<file path="src/rtl/core/lsra_pkg.sv">
// ----------------------------------------------------------------------------
// lsra_pkg - shared types and constants
// Beat payloads, configuration, queue command and register indexes for the
// literal stream replace-all core.
// ----------------------------------------------------------------------------
package lsra_pkg;

  localparam int PATTERN_MAX_DEF = 8;
  localparam int REPLACE_MAX_DEF = 8;

  localparam int LEN_W   = 4;   // length registers and beat counts
  localparam int POS_W   = 3;   // byte position within a 64-bit word
  localparam int QDEPTH  = 4;
  localparam int QPTR_W  = 2;
  localparam int QCNT_W  = 3;

  // configuration register indexes
  localparam logic [1:0] REG_PATTERN_BYTES     = 2'd0;
  localparam logic [1:0] REG_PATTERN_LENGTH    = 2'd1;
  localparam logic [1:0] REG_REPLACEMENT_BYTES = 2'd2;
  localparam logic [1:0] REG_REPLACEMENT_LENGTH = 2'd3;

  typedef struct packed {
    logic [7:0] in_byte;
    logic       in_last;
  } in_beat_t;

  typedef struct packed {
    logic [7:0] out_byte;
    logic       out_last;
  } out_beat_t;

  typedef struct packed {
    logic [63:0]      pattern_bytes;
    logic [LEN_W-1:0] pattern_length;
    logic [63:0]      replacement_bytes;
    logic [LEN_W-1:0] replacement_length;
  } cfg_t;

  // One queued job: emit len beats. repl selects the replacement word;
  // otherwise beat i is pattern byte i for i < pos and the item byte at pos.
  typedef struct packed {
    logic             repl;
    logic [7:0]       data;
    logic [POS_W-1:0] pos;
    logic [LEN_W-1:0] len;
    logic             last;
  } cmd_t;

  typedef struct packed {
    logic full;
    logic empty;
  } q_status_t;

endpackage

</file>
<file path="src/rtl/core/literal_stream_replace_all_core.sv">
// ----------------------------------------------------------------------------
// literal_stream_replace_all_core - streaming literal replace-all
// Replaces every leftmost, non-overlapping occurrence of a pattern of up to
// PATTERN_MAX bytes by a replacement of up to REPLACE_MAX bytes.
// ----------------------------------------------------------------------------
// The core takes one input byte per cycle unless the job queue is full and
// gives one output beat per cycle unless the output stalls. The front end
// matches each byte combinationally and queues an emit job (the bytes that
// can no longer start a match, the replacement, or the final flush); a
// four-entry job queue feeds the back end, which walks each job one beat per
// unstalled clock into the output register. A plain byte gives one beat, a
// byte that extends a partial match none, a completed match one beat per
// replacement byte and a flush at a mismatch or at the end of a string one
// beat per flushed byte, so input stall rises only when the queue fills
// behind such bursts. Pending bytes are always a prefix of the pattern, so
// only their count is held. A zero pattern or replacement length passes
// bytes through; lengths above the maximum saturate. Any configuration write
// drops the pending bytes; write only while idle.
// ----------------------------------------------------------------------------
module literal_stream_replace_all_core #(
  parameter int PATTERN_MAX = lsra_pkg::PATTERN_MAX_DEF,
  parameter int REPLACE_MAX = lsra_pkg::REPLACE_MAX_DEF
) (
  input  logic                clk,
  input  logic                rst,
  // configuration write port
  input  logic                cfg_we,
  input  logic [1:0]          cfg_index,
  input  logic [63:0]         cfg_data,
  // input stream
  input  logic                in_valid,
  output logic                in_stall,
  input  lsra_pkg::in_beat_t  in_data,
  // output stream
  output logic                out_valid,
  input  logic                out_stall,
  output lsra_pkg::out_beat_t out_data
);

  lsra_pkg::cfg_t      cfg;
  lsra_pkg::cmd_t      q_wr;
  lsra_pkg::cmd_t      q_head;
  lsra_pkg::q_status_t q_stat;
  logic                accept;
  logic                push;
  logic                pop;

  // Register file; no read-back.
  always_ff @(posedge clk) begin
    if (rst) begin
      cfg <= '0;
    end else if (cfg_we) begin
      case (cfg_index)
        lsra_pkg::REG_PATTERN_BYTES:      cfg.pattern_bytes      <= cfg_data;
        lsra_pkg::REG_PATTERN_LENGTH:     cfg.pattern_length     <= cfg_data[3:0];
        lsra_pkg::REG_REPLACEMENT_BYTES:  cfg.replacement_bytes  <= cfg_data;
        lsra_pkg::REG_REPLACEMENT_LENGTH: cfg.replacement_length <= cfg_data[3:0];
        default:                          cfg <= cfg;
      endcase
    end
  end

  // Input waits only on queue room, never on the output side directly.
  assign in_stall = q_stat.full;
  assign accept   = in_valid && !in_stall;

  lsra_front #(
    .PATTERN_MAX (PATTERN_MAX),
    .REPLACE_MAX (REPLACE_MAX)
  ) u_front (
    .clk    (clk),
    .rst    (rst),
    .cfg    (cfg),
    .cfg_we (cfg_we),
    .accept (accept),
    .beat   (in_data),
    .push   (push),
    .cmd    (q_wr)
  );

  lsra_queue u_queue (
    .clk    (clk),
    .rst    (rst),
    .push   (push),
    .wr_cmd (q_wr),
    .pop    (pop),
    .head   (q_head),
    .status (q_stat)
  );

  lsra_back u_back (
    .clk        (clk),
    .rst        (rst),
    .cfg        (cfg),
    .head       (q_head),
    .head_valid (!q_stat.empty),
    .pop        (pop),
    .out_valid  (out_valid),
    .out_stall  (out_stall),
    .out_data   (out_data)
  );

  // queue never written when full
  a_no_overflow: assert property (@(posedge clk) disable iff (rst)
    push |-> !q_stat.full)
    else $error("job queue overflow");

  // queue never popped when empty
  a_no_underflow: assert property (@(posedge clk) disable iff (rst)
    pop |-> !q_stat.empty)
    else $error("job queue underflow");

  // a job always carries at least one beat
  a_job_nonempty: assert property (@(posedge clk) disable iff (rst)
    push |-> (q_wr.len != '0))
    else $error("empty job queued");

  // nothing leaves the core right after reset
  a_reset_quiet: assert property (@(posedge clk)
    rst |=> !out_valid)
    else $error("output beat right after reset");

endmodule

</file>
<file path="src/rtl/core/lsra_front.sv">
// ----------------------------------------------------------------------------
// lsra_front - matcher front end
// Tracks how much of the pattern is pending, finds the smallest drop on each
// byte and turns the item into at most one queued emit job.
// ----------------------------------------------------------------------------
module lsra_front #(
  parameter int PATTERN_MAX = lsra_pkg::PATTERN_MAX_DEF,
  parameter int REPLACE_MAX = lsra_pkg::REPLACE_MAX_DEF
) (
  input  logic               clk,
  input  logic               rst,
  input  lsra_pkg::cfg_t     cfg,
  input  logic               cfg_we,
  input  logic               accept,
  input  lsra_pkg::in_beat_t beat,
  output logic               push,
  output lsra_pkg::cmd_t     cmd
);

  localparam int LW = lsra_pkg::LEN_W;
  localparam int PW = lsra_pkg::POS_W;

  // Pending bytes always equal the pattern prefix of length count, so only
  // the count is kept.
  logic [PW-1:0] count;
  logic [PW-1:0] count_next;

  logic [LW-1:0] p_eff;
  logic [LW-1:0] r_eff;
  logic          pass;
  logic [PW-1:0] c;
  logic [LW-1:0] cnt1;
  logic [LW-1:0] s;
  logic [7:0]    pat_b [0:7];
  logic          ov    [0:PATTERN_MAX-1][0:PATTERN_MAX-1];
  logic          hit   [0:PATTERN_MAX-1];

  assign p_eff = (cfg.pattern_length > LW'(PATTERN_MAX)) ? LW'(PATTERN_MAX)
                                                         : cfg.pattern_length;
  assign r_eff = (cfg.replacement_length > LW'(REPLACE_MAX)) ? LW'(REPLACE_MAX)
                                                             : cfg.replacement_length;
  assign pass  = (p_eff == '0) || (r_eff == '0);
  assign c     = ({1'b0, count} >= p_eff) ? '0 : count;
  assign cnt1  = LW'({1'b0, c}) + LW'(1);

  always_comb begin
    for (int i = 0; i < 8; i++) begin
      pat_b[i] = cfg.pattern_bytes[8*i +: 8];
    end
  end

  // Self-overlap table: ov[cc][ss] when pattern[ss..cc-1] == pattern[0..cc-ss-1].
  always_comb begin
    for (int cc = 0; cc < PATTERN_MAX; cc++) begin
      for (int ss = 0; ss < PATTERN_MAX; ss++) begin
        ov[cc][ss] = (ss <= cc);
        for (int i = 0; i < PATTERN_MAX; i++) begin
          if ((ss <= cc) && (i < cc - ss) &&
              (pat_b[PW'(ss + i)] != pat_b[PW'(i)])) begin
            ov[cc][ss] = 1'b0;
          end
        end
      end
    end
  end

  // Drop ss works when the overlap holds and the new byte continues it.
  always_comb begin
    for (int ss = 0; ss < PATTERN_MAX; ss++) begin
      hit[ss] = (ss <= int'(c)) && ov[c][ss] &&
                (beat.in_byte == pat_b[PW'(int'(c) - ss)]);
    end
    s = cnt1;
    for (int ss = PATTERN_MAX - 1; ss >= 0; ss--) begin
      if (hit[ss]) begin
        s = LW'(ss);
      end
    end
  end

  always_comb begin
    cmd        = '0;
    cmd.data   = beat.in_byte;
    cmd.last   = beat.in_last;
    push       = 1'b0;
    count_next = count;
    if (cfg_we) begin
      count_next = '0;
    end else if (accept) begin
      if (pass) begin
        cmd.len    = LW'(1);
        push       = 1'b1;
        count_next = '0;
      end else if ((s == '0) && (cnt1 == p_eff)) begin
        cmd.repl   = 1'b1;
        cmd.len    = r_eff;
        push       = 1'b1;
        count_next = '0;
      end else begin
        cmd.pos    = c;
        cmd.len    = beat.in_last ? cnt1 : s;
        push       = beat.in_last || (s != '0);
        count_next = beat.in_last ? '0 : PW'(cnt1 - s);
      end
    end
  end

  always_ff @(posedge clk) begin
    if (rst) begin
      count <= '0;
    end else begin
      count <= count_next;
    end
  end

endmodule

</file>
<file path="src/rtl/core/lsra_queue.sv">
// ----------------------------------------------------------------------------
// lsra_queue - job queue
// Small first-in first-out store of emit jobs between front and back.
// ----------------------------------------------------------------------------
module lsra_queue (
  input  logic                clk,
  input  logic                rst,
  input  logic                push,
  input  lsra_pkg::cmd_t      wr_cmd,
  input  logic                pop,
  output lsra_pkg::cmd_t      head,
  output lsra_pkg::q_status_t status
);

  lsra_pkg::cmd_t                     slots [0:lsra_pkg::QDEPTH-1];
  logic [lsra_pkg::QPTR_W-1:0]        wr_ptr;
  logic [lsra_pkg::QPTR_W-1:0]        rd_ptr;
  logic [lsra_pkg::QCNT_W-1:0]        fill;

  assign head         = slots[rd_ptr];
  assign status.full  = (fill == lsra_pkg::QCNT_W'(lsra_pkg::QDEPTH));
  assign status.empty = (fill == '0);

  always_ff @(posedge clk) begin
    if (push) begin
      slots[wr_ptr] <= wr_cmd;
    end
  end

  always_ff @(posedge clk) begin
    if (rst) begin
      wr_ptr <= '0;
      rd_ptr <= '0;
      fill   <= '0;
    end else begin
      if (push) begin
        wr_ptr <= wr_ptr + 1'b1;
      end
      if (pop) begin
        rd_ptr <= rd_ptr + 1'b1;
      end
      case ({push, pop})
        2'b10:   fill <= fill + 1'b1;
        2'b01:   fill <= fill - 1'b1;
        default: fill <= fill;
      endcase
    end
  end

endmodule

</file>
<file path="src/rtl/core/lsra_back.sv">
// ----------------------------------------------------------------------------
// lsra_back - beat sequencer
// Walks the head job one beat per unstalled cycle into the output register.
// ----------------------------------------------------------------------------
module lsra_back (
  input  logic                clk,
  input  logic                rst,
  input  lsra_pkg::cfg_t      cfg,
  input  lsra_pkg::cmd_t      head,
  input  logic                head_valid,
  output logic                pop,
  output logic                out_valid,
  input  logic                out_stall,
  output lsra_pkg::out_beat_t out_data
);

  localparam int LW = lsra_pkg::LEN_W;
  localparam int PW = lsra_pkg::POS_W;

  logic [PW-1:0] idx;
  logic          load;
  logic          emit;
  logic          last_beat;
  logic [7:0]    sel_byte;

  assign load      = !out_valid || !out_stall;
  assign emit      = load && head_valid;
  assign last_beat = ({1'b0, idx} == (head.len - LW'(1)));
  assign pop       = emit && last_beat;

  always_comb begin
    if (head.repl) begin
      sel_byte = cfg.replacement_bytes[{idx, 3'b000} +: 8];
    end else if (idx == head.pos) begin
      sel_byte = head.data;
    end else begin
      sel_byte = cfg.pattern_bytes[{idx, 3'b000} +: 8];
    end
  end

  always_ff @(posedge clk) begin
    if (rst) begin
      idx       <= '0;
      out_valid <= 1'b0;
    end else begin
      if (emit) begin
        out_valid <= 1'b1;
        idx       <= last_beat ? '0 : idx + 1'b1;
      end else if (load) begin
        out_valid <= 1'b0;
      end
    end
  end

  always_ff @(posedge clk) begin
    if (emit) begin
      out_data.out_byte <= sel_byte;
      out_data.out_last <= head.last && last_beat;
    end
  end

endmodule
</file>
<file path="config.mk">
export PLATFORM = sky130hd
export DESIGN_NAME = literal_stream_replace_all_core
export DESIGN_NICKNAME = d
export VERILOG_FILES = /design/src/rtl/core/lsra_pkg.sv /design/src/rtl/core/literal_stream_replace_all_core.sv /design/src/rtl/core/lsra_front.sv /design/src/rtl/core/lsra_queue.sv /design/src/rtl/core/lsra_back.sv
export SDC_FILE = /design/constraint.sdc
export NUM_CORES = 1
export LEC_CHECK = 0
export BUFFER_PORTS_ARGS = -buffer_cell sky130_fd_sc_hd__buf_2
export CAP_MARGIN = 20
export CORE_UTILIZATION = 54
export CTS_CLUSTER_SIZE = 24
export DETAILED_ROUTE_END_ITERATION = 16
export PLACE_DENSITY = 0.78
export SLEW_MARGIN = 20
export SYNTH_ARGS = -nofsm -noshare
export SYNTH_HDL_FRONTEND = slang
export SYNTH_HIERARCHICAL = 1
export SYNTH_SLANG_ARGS = --single-unit
</file>
<file path="constraint.sdc">
create_clock -name clk -period 8.75 [get_ports clk]
set_input_delay 0.875 -clock clk [delete_from_list [all_inputs] [get_ports clk]]
set_output_delay 0.875 -clock clk [all_outputs]
set_load 0.01 [all_outputs]
</file>
==> results.py <==
metrics = {
    "detailed_routing": {
        "wl_per_cell_microns": 27.95,
        "route.met3.wl_microns": 7064,
        "ant_nets": 0,
        "wirelength_microns": 56130,
        "drc": 0,
        "met2_wirelength_microns": 23810,
        "num_vias": 13680,
        "drtIter0Drc": 1927,
        "vias_per_cell": 6.813,
        "top_layer_used": "met4",
        "met1_length_microns": 22370,
        "dr.pass1.iters": 5,
    },
    "floorplan": {
        "die_w_microns": 178.5,
        "die-area_sq_um": 31870,
        "fp-row-count": 64,
        "start_util_pct": 55.01,
        "ios": 91,
        "core_sq_um": 30590,
        "fp.dieH_microns": 178.5,
    },
    "global_route": {
        "grt_max_degree": 145,
        "grtUsageTotal_pct": 34.96,
        "grt_pass1_wl_microns": 82170,
        "antenna_found_initial": 2,
        "gr-total-overflow": 0,
        "grt_pass1_vias": 12870,
    },
    "yosys": {
        "synth-simple-area-share_pct": 15.12,
        "synth-main-ff-cell": "dfxtp_1",
        "synth_edf_count": 77,
        "yosys.area.top_type_share_pct": 18.08,
        "synth_nets": 1713,
        "ys_ff_latch": 229,
        "syn_area_sq_um": 16830,
        "synth_area_leaders": "dfxtp_1 (18%), mux2i_1 (16%), edfxtp_1 (14%), mux4_2 (8.7%), nand2b_1 (7.8%)",
        "muxShareOfSynthArea_pct": 30.02,
        "synthArstFlopShare_pct": 0,
        "synth.distinct_cells": 86,
        "syn_inst": 1610,
        "postSynthAreaPerCell_sq_um": 10.45,
        "yosysWarnings": 6,
        "synth_xor_area_share_pct": 6.558,
        "synth-compound-area-share_pct": 9.175,
        "synth_top_area_cell": "dfxtp_1",
        "synth_fa_ha_area_share_pct": 1.799,
        "synth-seq-area-share_pct": 31.82,
        "synth_top_family_by_area": "multiplexers",
    },
    "place": {
        "hpwl_microns": 38280,
        "portBuffers": 90,
        "place_congestion": 1.028,
    },
    "hold_path": {
        "hold_end": "cfg[62]",
        "whs_path_depth": 2,
        "min_from": "cfg[62]",
        "hp-class": "flop to flop",
    },
    "critical_path": {
        "reg2reg_depth": 27,
        "end_kind": "flop",
        "required_ns": 9.21,
        "cp-start-kind": "flop",
        "reg2reg_slack_ns": 1.22,
        "crit_path_start": "cfg[71]",
        "worst-endpoint-arrival_ns": 7.99,
        "regToRegEndpoint": "u_queue/fill[2]",
        "path_max_fanout": 20,
        "worst-setup-path-type": "flop to flop",
        "worst_r2r_startpoint": "cfg[71]",
    },
    "power_and_ir_drop": {
        "p_leak_nw": 6.776,
        "power_density_nw_per_um2": 138.9,
        "vdd_drop_max_mv": 0.1850,
        "finalPower_mw": 2.486,
    },
    "cts": {
        "clock_latency_ns": 0.53,
        "ctsResizeCount": 0,
        "cts_tree": "done",
        "cts_max_level": 1,
        "cts_made_buffers": 23,
        "cts.sinks": 229,
        "cts_hold_buf": 0,
        "post-cts-setup-buffer-count": 0,
        "path_clk_slew_ns": 0.06,
        "cts_buffer_depth": 3,
        "root_buffer": "clkbuf_16",
    },
    "timing": {
        "fmax_mhz": 132.8,
        "worst_slew_pin_slew_ns": 1.017,
        "max-slew-margin-rel_pct": 32.09,
        "setup_viol": 0,
        "fin_setup_tns_ns": 0,
        "timing.final.crit_share_pct": 86.06,
        "rsz0062_at_grt": "false",
        "period_minus_slack_ns": 7.530,
        "hold_violations": 0,
        "slew_viol_final": 0,
        "finClkSkew_ns": 0.01865,
    },
    "run": {
        "drv_cap": 0,
    },
    "final_layout": {
        "drive_gt1_share_pct": 17.56,
        "antennaDiodeCount": 0,
        "fill_cells": 2599,
        "nNetsFinal": 1700,
        "area_growth_pct": 6.394,
    },
    "run_status": {
        "status": "finished, final reports clean",
    },
}
==> per-stage QoR <==
| stage | std cells | util, % | cell area, sq um | hold slack, ns | worst slack (ns) |
|---|---|---|---|---|---|
| 6_report | 2008 | 58.53 | 17900 | 0.4716 | 1.220 |
| 3_5_place_dp | 1968 | 56.23 | 17200 | 0.4625 | 1.352 |
| 3_3_place_gp | 1968 | 56.23 | 17200 | 0.4560 | 1.463 |
| 4_1_cts | 2008 | 58.53 | 17900 | 0.4745 | 1.338 |
| 5_1_grt | 2008 | 58.53 | 17900 | 0.4913 | 0.7882 |
| 2_1_floorplan | 1610 | - | 16830 | 0.4455 | 2.041 |
==> registers in the layout, summed over array words and instances, names as in the netlist, named ones only <==
name	cells
u_queue/rd_ptr	2
u_back/idx	3
u_queue/wr_ptr	2
u_queue/slots	68
u_back/out_data	9
u_front/count	3
cfg	136
u_back/out_valid	1
u_queue/fill	3
==> layout make-up <==
cell class / instances / area, sq um / area share, %
multi-input cells: 1193 / 10560 / 58.96
repair buffers: 119 / 670.6 / 3.746
clock inverters: 13 / 83.83 / 0.4682
inverters: 31 / 118.9 / 0.6639
well taps: 396 / 495.5 / 2.767
flip-flops and latches: 229 / 5358 / 29.93
clock buffers: 27 / 620.6 / 3.466
==> power by group <==
part	leakage, nW	switching, mW	internal (mW)	total, mW
Clock	0.342	0.419	0.509	0.928
Sequential	1.94	0.0617	1.13	1.20
Combinational	4.50	0.201	0.160	0.361
==> synth_stat cells (10+ instances only) <==
library cell  count
and3_1           10
buf_1            14
nand3_1          22
o22ai_1          32
buf_6            10
buf_4            19
mux4_2           65
mux2_2           31
xor2_1           42
and2_1           10
a211oi_1         17
o21ai_0          31
nor3_1           25
mux2i_1         271
buf_2            31
nand4_1          13
a21oi_1          42
nand2_1          42
nand2b_1        209
clkbuf_1         81
inv_1            21
mux4_1           20
edfxtp_1         77
nor4_1           11
nor2_1           48
dfxtp_1         152
ha_1             21
xnor2_1          84
==> cell families after synthesis <==
logic type,count (synthesis)
compound gates,217
xor+xnor,126
mux,387
simple gates,440
fa+ha+maj,23
flops,229
buf+inv,188
==> worst max-delay path by stage <==
stage / end / slack (ns) / depth (start not counted)
after floorplan: u_queue/fill[2] / 2.04 / 31
after global placement: u_queue/fill[2] / 1.46 / 27
after detailed placement: u_queue/fill[2] / 1.35 / 27
after CTS: u_queue/fill[2] / 1.34 / 27
after global routing: u_queue/slots[3][11] / 0.79 / 20
final: u_queue/fill[2] / 1.22 / 27
==> metal layers <==
metal	global-route usage (%)	vias up
li1	-	5869
met1	49.06	6640
met2	49.92	973
met3	8.781	199
met4	16.70	0
met5	0	-
==> cells in the final DEF (no fill, tap or decap), types with 10 or more instances in the layout <==
cell type	count
o21ai_0	30
and3_1	10
dfxtp_1	150
clkinv_1	10
nor3_1	25
mux2i_1	271
nor2_1	48
mux2_2	31
nand2_1	42
o21ai_1	10
nor4_1	11
nand3_1	22
inv_1	21
xnor2_1	84
nand4_1	13
a21oi_1	42
a211oi_1	17
edfxtp_1	77
mux4_1	20
and2_1	10
clkbuf_16	23
nand2b_1	209
ha_1	19
o22ai_1	32
xor2_1	42
buf_4	30
buf_2	89
mux4_2	65
==> critical path, stage by stage (launching register included) <==
cell and delay, ns:
dfxtp_1 0.31, inv_1 0.32, nand2_1 0.15, ha_1 0.42, and2_1 0.20, a31oi_1 0.12, o21ai_1 0.60, ha_2 0.32
inv_1 0.06, ha_2 0.52, buf_4 0.38, mux2i_1 0.24, nand3_1 0.12, a211oi_1 0.27, o22ai_1 0.12, a2111o_1 0.43
a2111oi_4 0.56, a311o_1 0.21, and2_2 0.22, a21oi_1 0.08, o41a_1 0.47, inv_1 0.11, ha_1 0.19, inv_1 0.06
fa_1 0.38, xor2_1 0.16, or3_1 0.30, a21oi_1 0.14
(Power assumes the default switching activity.)
